<file path="config.mk">
export PLATFORM = sky130hd
export DESIGN_NAME = vled_ram
export DESIGN_NICKNAME = d
export VERILOG_FILES = /design/src/rtl/vled_ram.sv
export SDC_FILE = /design/constraint.sdc
export NUM_CORES = 1
export LEC_CHECK = 0
export BUFFER_PORTS_ARGS = -buffer_cell sky130_fd_sc_hd__buf_2
export CAP_MARGIN = 0
export CORE_UTILIZATION = 63
export CTS_BUF_LIST = sky130_fd_sc_hd__clkbuf_2
export DETAILED_ROUTE_END_ITERATION = 16
export PLACE_DENSITY = 0.83
export SLEW_MARGIN = 10
export SYNTH_ARGS = -nofsm -noshare
export SYNTH_HDL_FRONTEND = slang
export SYNTH_SLANG_ARGS = --single-unit
</file>
<file path="constraint.sdc">
create_clock -name clock -period 2 [get_ports clock]
set_clock_uncertainty 0.15 [all_clocks]
set_input_delay 0.1 -clock clock [delete_from_list [all_inputs] [get_ports clock]]
set_output_delay 0.1 -clock clock [all_outputs]
set_load 0.05 [all_outputs]
</file>
<file path="src/rtl/vled_ram.sv">
// generic single-clock ram, one write and one read port, registered read-first data
`timescale 1ns / 1ps

module vled_ram #(
   parameter int WIDTH = 8,
   parameter int DEPTH = 16
) (
   input  logic                     clock,
   input  logic                     wr_en,
   input  logic [$clog2(DEPTH)-1:0] wr_addr,
   input  logic [WIDTH-1:0]         wr_data,
   input  logic [$clog2(DEPTH)-1:0] rd_addr,
   output logic [WIDTH-1:0]         rd_data
);

   logic [WIDTH-1:0] mem_ff [DEPTH];
   logic [WIDTH-1:0] rd_data_ff;

   always_ff @(posedge clock) begin
      if (wr_en) begin
         mem_ff[wr_addr] <= wr_data;
      end
      rd_data_ff <= mem_ff[rd_addr];
   end

   assign rd_data = rd_data_ff;

endmodule

</file>
==> results of run 1 <==
## routing by layer
metal / wire length [µm] / vias to the layer above / share of wire [%] / track usage (%)
li1: - / 1131 / - / -
met1: 3981 / 1341 / 39 / 37.07
met2: 5038 / 143 / 50 / 40.74
met3: 873 / 20 / 8.6 / 6.568
met4: 238 / 0 / 2.3 / 11.20
met5: 0 / - / 0 / 0
## layout make-up
cell class | instances | area share, %
clock buffers | 21 | 1.768
clock inverters | 11 | 1.789
multi-input cells | 83 | 17.87
flip-flops and latches | 136 | 67.34
well taps | 102 | 2.146
repair buffers | 68 | 9.091
## cell usage after synthesis, drive strengths merged
| cell | instances | area [µm²] |
|---|---|---|
| a22oi | 16 | 120.1 |
| mux4 | 32 | 773.2 |
| clkdlybuf4s25 | 3 | 30.03 |
| or3b | 1 | 8.760 |
| nand2 | 9 | 33.78 |
| nor3 | 4 | 20.02 |
| and2b | 1 | 7.510 |
| nand3 | 1 | 5.000 |
| buf | 7 | 56.30 |
| dfxtp | 8 | 160.2 |
| nand3b | 2 | 15.01 |
| nor2 | 13 | 48.80 |
| nor2b | 1 | 6.260 |
| and2 | 1 | 6.260 |
| nand2b | 2 | 12.51 |
| edfxtp | 128 | 3844 |
## stage by stage
| step | cell area (µm²) | power [W] |
|---|---|---|
| after floorplan | 5147 | 0.003488 |
| after global placement | 5509 | 0.003619 |
| after detailed placement | 5509 | 0.003633 |
| after CTS | 5951 | 0.005080 |
| after global routing | 5946 | 0.005221 |
| final | 5946 | 0.005055 |
## logic make-up after synthesis
family / share of synthesized area (%)
flip-flops: 77.78
AND/OR/NAND/NOR: 3.184
multiplexers: 15.02
AO/OA/AOI/OAI: 2.334
buffers and inverters: 1.677
## critical path, cell delays in order
cell and delay, ns:
dlygate4sd3_1 0.53, buf_2 0.14, or3b_2 0.48, dlygate4sd3_1 0.61
nor2_1 0.12, buf_4 0.22
## sequential cells by signal, summed over array words and instances, names as in the netlist
register,count
mem_ff,128
rd_data,8
## worst min path at each step
stage | start | to | slack (ns) | cells past startpoint
6_report | wr_data[0] | mem_ff[13][0] | 0.21 | 2
5_1_grt | wr_data[5] | mem_ff[6][5] | 0.17 | 2
4_1_cts | wr_data[6] | mem_ff[3][6] | 0.16 | 2
3_5_place_dp | wr_data[0] | mem_ff[14][0] | 0.34 | 1
3_3_place_gp | wr_data[1] | mem_ff[15][1] | 0.32 | 1
2_1_floorplan | wr_data[0] | mem_ff[0][0] | 0.05 | 0
## report_power, final
part	leakage (nW)	internal, W	total [W]	switching [W]
combinational	0.686	0.000162	0.000400	0.000238
sequential	1.22	0.00318	0.00320	0.0000211
clock	0.138	0.000571	0.00145	0.000881
## repair_timing
action | in CTS | in global routing
gates resized for setup | 0 | 1
endpoints found under the setup margin | 0 | 1
endpoints found under the hold margin | 264 | 0
hold buffers | 23 | 0
==> impl_metrics.yaml, run 1 <==
status:
  status: "complete, no violations"
power:
  peakVddDrop_uv: 513.1
  power_per_cell_area_nw_per_um2: 850.3
  leakagePower_nw: 2.047
die:
  initial_core_util_pct: 65.93
  coreArea_um2: 7807
  die_w_um: 92.39
  die_h_um: 92.39
  dieArea_um2: 8536
  ioPinCount: 26
  num_rows: 32
sta:
  period_share_pct: 99.54
  slew_headroom_pct: 70.23
  setup_violations: 0
  worstMarginPinSlew_ns: 0.4465
  rsz0062_at_grt: "no"
  postLayoutSetupSlackWorst_ns: 0.009194
  setup_tns_ns: 0
  finalCriticalPeriod_ns: 1.991
  drv_slew: 0
  hold_viol: 0
  fmax_mhz: 502.3
  holdWs_ns: 0.2148
global_routing:
  antenna_found_initial: 0
  grt-ovfl-total: 0
  grt_usage_pct: 26.51
  first_global_vias: 2698
  grt_pass1_wl_um: 15220
  grt_start_max_net_pins: 33
worst_setup_path:
  cp.required_ns: 2.20
  crit_start: "wr_addr[2]"
  crit_end: "mem_ff[2][0]"
  arrival_ns: 2.19
  cp-start-kind: "input port"
  r2r_start: "mem_ff[3][6]"
  crit_path_end_kind: "flip-flop"
  regToRegEndpoint: "rd_data[6]"
  ff2ff_setup_slack_ns: 0.09
  crit_path_max_fanout: 8
  ff2ff_path_depth: 4
  path_class: "in2reg"
logic_synthesis:
  synth-seq-area-share_pct: 77.78
  syn_avg_cell_area_um2: 22.48
  netlist_area_um2: 5147
  yosys_warnings: 0
  synth_cells: 229
  syn_nets: 247
  synth.distinct_cells: 19
  ys_ff_latch: 136
final_layout:
  final_nets: 324
  fin_util_pct: 76.15
  fillers: 435
  area_growth_pct: 15.51
  diodes: 0
  multi_input_area_um2: 1062
  final-seq-area_um2: 4004
  mostFrequentLayoutCells: "edfxtp_1 (128), buf_2 (25), dlygate4sd3_1 (22), clkbuf_2 (21)"
  final_common_cell: "edfxtp_1"
  drive_above_1_share_pct: 29.47
  fin_cells: 421
cts:
  clockBufferDepth: 2
  clock-sinks: 136
  cts_inserted_buffers: 17
  cts-root-buf: "clkbuf_2"
  clock_latency_ns: 0.65
  path_clk_slew_ns: 0.17
  cts_tree: "built"
  post-cts-setup-buffers: 0
  cts.htree.levels: 4
job:
  maxCapViolCount: 0
place:
  dpl.cell_count: 367
  place_hpwl_um: 6067
  place_ws_ns: 0.3480
  place.port_buffers: 25
  gp_congestion: 0.7932
drt:
  drtIter0Drc: 248
  drc: 0
  drtAntennaViolNets: 0
  wl_per_cell_um: 24.07
  drt-total-wl_um: 10130
  vias: 2635
  first_pass_iters: 5
  viasPerCell: 6.259
min_path:
  hp-class: "in2reg"
(Power assumes the default switching activity.)
==> inputs of run 2 (changes only) <==
--- a/config.mk
+++ b/config.mk
@@ -5,12 +5,13 @@
 export SDC_FILE = /design/constraint.sdc
 export NUM_CORES = 1
 export LEC_CHECK = 0
+export ABC_AREA = 1
 export BUFFER_PORTS_ARGS = -buffer_cell sky130_fd_sc_hd__buf_2
 export CAP_MARGIN = 0
 export CORE_UTILIZATION = 63
 export CTS_BUF_LIST = sky130_fd_sc_hd__clkbuf_2
 export DETAILED_ROUTE_END_ITERATION = 16
-export PLACE_DENSITY = 0.83
+export PLACE_DENSITY = 0.82
 export SLEW_MARGIN = 10
 export SYNTH_ARGS = -nofsm -noshare
 export SYNTH_HDL_FRONTEND = slang
==> impl_metrics.yaml, run 2 <==
final_layout:
  area_growth_pct: 11.52
  postLayoutCellArea_um2: 6431
  multi_input_area_um2: 1214
  final_nets: 625
  final-seq-area_um2: 4004
  drive_above_1_share_pct: 11.77
  largest_reg_flops: 128
  fillers: 574
  fin_util_pct: 73.03
  diodes: 0
  mostFrequentLayoutCells: "nand2_1 (173), edfxtp_1 (128), inv_1 (100), nand3_1 (97), buf_2 (25)"
  final_common_cell: "nand2_1"
  largest-register: "mem_ff"
logic_synthesis:
  ys_top_cells_by_count: "nand2_1 (173), edfxtp_1 (128), inv_1 (100)"
  netlist_area_um2: 5767
  async_flop_share_pct: 0
  synth-seq-area-share_pct: 69.43
  ys.flop_type: "edfxtp_1"
  syn_nets: 569
  synth.distinct_cells: 12
  ys_top_cells_by_area: "edfxtp_1 (67%), nand2_1 (11%), nand3_1 (8.4%)"
  yosysMostFrequentCell: "nand2_1"
  yosysTopAreaCell: "edfxtp_1"
  syn_avg_cell_area_um2: 10.47
  synth_top_area_share_pct: 66.65
  yosys_warnings: 0
  ys_ff_latch: 136
  synth_edf_count: 128
  synth_cells: 551
worst_setup_path:
  ff2ff_path_depth: 7
  arrival_ns: 2.09
  path_class: "in2reg"
  critical_path.max_stage_delay_ns: 0.60
  crit_chain: "dlygate4sd3_1, buf_2, nor2_1, nand2_1, dlygate4sd3_1, nor2_1"
  crit_start: "wr_addr[2]"
  crit_path_end_kind: "flip-flop"
  regToRegEndpoint: "rd_data[3]"
  crit_path_max_fanout: 8
  r2r_start: "mem_ff[9][3]"
  crit_end: "mem_ff[1][0]"
  ff2ff_setup_slack_ns: 0.35
  cp_slowest_cell: "dlygate4sd3_1"
  cp.required_ns: 2.15
  cp-start-kind: "input port"
sta:
  setup_violations: 0
  period_share_pct: 97.15
  holdWs_ns: 0.03479
  finalCriticalPeriod_ns: 1.943
  fmax_mhz: 514.6
  drv_slew: 0
  slew_headroom_pct: 49.41
  rsz0062_at_grt: "yes"
  worstMarginPinSlew_ns: 0.7561
  hold_viol: 0
drt:
  drtAntennaViolNets: 0
  wl_per_cell_um: 17.14
  drt-total-wl_um: 12480
  viasPerCell: 5.581
  drtIter0Drc: 455
  drc: 0
  vias: 4063
  first_pass_iters: 5
place:
  place.port_buffers: 25
  dpl_cell_area_um2: 5981
  place_hpwl_um: 7475
  gp_congestion: 0.8303
global_routing:
  grt_pass1_wl_um: 20110
  grt_start_max_net_pins: 33
  grt-ovfl-total: 0
  first_global_vias: 4023
  antenna_found_initial: 0
  grt_usage_pct: 28.56
die:
  initial_core_util_pct: 65.49
  coreArea_um2: 8806
  die_w_um: 97.68
  die_h_um: 97.68
  ioPinCount: 26
  num_rows: 34
  dieArea_um2: 9540
cts:
  clock_latency_ns: 0.68
  post-cts-setup-buffers: 0
  cts-root-buf: "clkbuf_2"
  cts_tree: "built"
  cts.htree.levels: 4
  clockBufferDepth: 2
  clock-sinks: 136
  path_clk_slew_ns: 0.19
  cts_inserted_buffers: 17
job:
  maxCapViolCount: 0
power:
  peakVddDrop_uv: 795.2
  power_per_cell_area_nw_per_um2: 832.7
  leakagePower_nw: 2.828
status:
  status: "complete, no violations"
min_path:
  hp-class: "in2reg"
[run 2: cells by family (layout without fill, tap and decap cells)]
kind of cell / after synthesis / after routing / share of synthesized area, %
simple gates: 289 / 289 / 21.05
flops: 136 / 136 / 69.43
buf+inv: 126 / 195 / 9.525
[run 2: final cells by class]
cell class,instances,area share (%)
Sequential cell,136,62.26
Clock buffer,19,1.479
Tap cell,108,2.101
Inverter,102,5.953
Clock inverter,13,2.412
Timing Repair Buffer,61,6.926
Multi-Input combinational cell,289,18.87
[run 2: power by group]
group,internal (W),switching [W],leakage [nW]
sequential,0.00318,0.0000170,1.22
combinational,0.000136,0.000337,1.45
clock,0.000702,0.000982,0.153
total,0.00402,0.00134,2.83
[run 2: worst min-delay path by stage]
stage | start | end | cells after the start
after floorplan | wr_data[0] | mem_ff[0][0] | 0
after global placement | rd_addr[3] | rd_data[3] | 3
after detailed placement | rd_addr[3] | rd_data[3] | 3
after CTS | rd_addr[0] | rd_data[2] | 8
after global routing | rd_addr[0] | rd_data[2] | 7
final | rd_addr[0] | rd_data[5] | 7
[run 2: per-layer routing]
metal / vias to the layer above / share of wire [%] / global-route usage (%)
li1: 1889 / - / -
met1: 1879 / 38 / 37.72
met2: 262 / 49 / 46.37
met3: 33 / 10 / 5.683
met4: 0 / 2.7 / 12.70
met5: - / 0 / 0
[run 2: what timing repair did]
| item | in CTS | in global routing |
|---|---|---|
| resized for setup | 0 | 0 |
| hold buffers | 20 | 0 |
| endpoints found under the setup margin | 0 | 3 |
| hold endpoints to repair | 264 | 0 |
[run 2: through the flow]
step	setup TNS [ns]	power, W	std cells	setup WS, ns
after global placement	0	0.003680	676	0.5628
after detailed placement	0	0.003696	676	0.4052
after CTS	0	0.005350	728	0.1353
after global routing	-0.01445	0.005523	728	-0.004998
final	0	0.005355	728	0.05692
after floorplan	0	0.003551	551	0.7992
[run 2: critical path: cells and delay by family]
kind          cells  cell delay, ns
buf+inv           3            1.29
simple gates      3            0.70
==> inputs of run 3 (changes only) <==
--- a/config.mk
+++ b/config.mk
@@ -8,6 +8,7 @@
 export ABC_AREA = 1
 export BUFFER_PORTS_ARGS = -buffer_cell sky130_fd_sc_hd__buf_2
 export CAP_MARGIN = 0
+export CORE_ASPECT_RATIO = 0.8
 export CORE_UTILIZATION = 63
 export CTS_BUF_LIST = sky130_fd_sc_hd__clkbuf_2
 export DETAILED_ROUTE_END_ITERATION = 16
==> impl_metrics.yaml, run 3 (synthesized netlist as in run 2, its figures left out) <==
cts:
  clock_latency_ns: 0.68
  clock-sinks: 136
  clockBufferDepth: 2
  cts_inserted_buffers: 17
  cts.htree.levels: 4
  cts-root-buf: "clkbuf_2"
  hold_buffers: 20
  path_clk_slew_ns: 0.19
  cts_tree: "built"
  cts_resized: 0
  post-cts-setup-buffers: 0
drt:
  drt-total-wl_um: 13320
  wl_per_cell_um: 18.17
  vias: 4088
  viasPerCell: 5.577
  drtAntennaViolNets: 0
  first_pass_iters: 5
  drc: 0
  drtIter0Drc: 512
place:
  dpl_cell_area_um2: 5993
  dpl.cell_count: 681
  place.port_buffers: 25
  gp_congestion: 0.8396
  place_hpwl_um: 7884
sta:
  finalCriticalPeriod_ns: 1.903
  period_share_pct: 95.17
  worstMarginPinSlew_ns: 0.7674
  fmax_mhz: 525.4
  setup_violations: 0
  hold_viol: 0
  drv_slew: 0
  rsz0062_at_grt: "no"
  slew_headroom_pct: 48.65
  setup_tns_ns: 0
final_layout:
  multi_input_area_um2: 1214
  final-seq-area_um2: 4004
  largest-register: "mem_ff"
  postLayoutCellArea_um2: 6467
  largest_reg_flops: 128
  fin_cells: 733
  fillers: 565
  area_growth_pct: 12.15
  fin_util_pct: 74.59
  final_nets: 626
  diodes: 0
  drive_above_1_share_pct: 12.08
  mostFrequentLayoutCells: "nand2_1 (173), edfxtp_1 (128), inv_1 (100), nand3_1 (97), buf_2 (25)"
  final_common_cell: "nand2_1"
power:
  leakagePower_nw: 2.839
  p_sw_share_pct: 24.49
  peakVddDrop_uv: 609.2
  comb_power_share_pct: 8.8
  power.internal_w: 0.004140
  power_frac_seq_pct: 58.4
  switching_power_w: 0.001343
  clkPwrFrac_pct: 32.8
  power_per_cell_area_nw_per_um2: 847.7
worst_setup_path:
  ff2ff_path_depth: 7
  path_class: "in2reg"
  crit_start: "wr_addr[2]"
  cp.required_ns: 2.18
  r2r_start: "mem_ff[13][3]"
  regToRegEndpoint: "rd_data[3]"
  crit_buf_inv: 3
  crit_path_max_fanout: 8
  cp_slowest_cell: "dlygate4sd3_1"
  arrival_ns: 2.08
  crit_chain: "dlygate4sd3_1, buf_2, nor2_1, nand2_1, dlygate4sd3_1, nor2_1"
  critical_path.max_stage_delay_ns: 0.60
  crit_path_end_kind: "flip-flop"
  cp-start-kind: "input port"
  ff2ff_setup_slack_ns: 0.31
  path_delay_family: "buffers and inverters"
die:
  dieArea_um2: 9543
  initial_core_util_pct: 66.51
  ioPinCount: 26
  coreArea_um2: 8671
  num_rows: 30
  die_w_um: 109.0
  die_h_um: 87.58
global_routing:
  grt_start_max_net_pins: 34
  grt_usage_pct: 30.63
  first_global_vias: 3876
  grt_pass1_wl_um: 20440
  grt-ovfl-total: 0
  antenna_found_initial: 0
min_path:
  min-delay-start: "rd_addr[0]"
  worstHoldEndpoint: "rd_data[4]"
  hold-path-cell-count: 7
  hp-class: "in2reg"
status:
  status: "complete, no violations"
job:
  maxCapViolCount: 0
## run 3: changes by cell type in the layout (fill, tap and decap cells not counted), sizes merged
cell | before | now
bufinv | 3 | 4
clkinvlp | 1 | 3
clkinv | 8 | 6
inv | 103 | 102
buf | 41 | 42
## run 3: tightest hold or removal path, stage by stage
cell and delay (ns):
buf_2 0.12, buf_4 0.24, nand2_1 0.11, nand3_1 0.07
nand3_1 0.08, nand3_1 0.07, nand2_1 0.06
## run 3: area by class of cell
cell class              count  share of cell area (%)
clock buffers              19                   1.470
clock inverters            13                   2.766
inverters                 102                   5.920
multi-input cells         289                   18.77
flip-flops and latches    136                   61.91
well taps                 112                   2.167
repair buffers             62                   7.003
## run 3: routing by layer
metal,up-vias,track usage (%),part of all wire (%)
li1,1884,-,-
met1,1894,43.94,40
met2,276,45.51,46
met3,34,8.036,11
met4,0,11.92,2.1
met5,-,0,0
## run 3: worst max-delay path by stage
stage	cells after the start	slack, ns	endpoint
detailed placement	4	0.47	mem_ff[12][3]
global route	6	0.08	mem_ff[3][7]
finish	6	0.1	mem_ff[2][5]
global placement	4	0.55	mem_ff[12][6]
floorplan	2	0.80	mem_ff[10][0]
CTS	6	0.18	mem_ff[2][5]
## run 3: per-stage QoR
| stage | setup slack [ns] | hold slack (ns) | power (W) |
|---|---|---|---|
| 6_report | 0.09668 | 0.04317 | 0.005483 |
| 5_1_grt | 0.08392 | 0.04578 | 0.005622 |
| 4_1_cts | 0.1823 | 0.01574 | 0.005470 |
| 3_5_place_dp | 0.4750 | 0.3060 | 0.003702 |
| 3_3_place_gp | 0.5544 | 0.2881 | 0.003686 |
| 2_1_floorplan | 0.7992 | 0.04887 | 0.003551 |
## run 3: power groups by stage
| stage | clock (W) | combinational, W | sequential, W |
|---|---|---|---|
| after floorplan | 0 | 0.000225 | 0.00333 |
| final | 0.00180 | 0.000480 | 0.00320 |
| after global routing | 0.00190 | 0.000515 | 0.00321 |
| after detailed placement | 0 | 0.000434 | 0.00327 |
| after CTS | 0.00180 | 0.000471 | 0.00320 |
| after global placement | 0 | 0.000420 | 0.00327 |
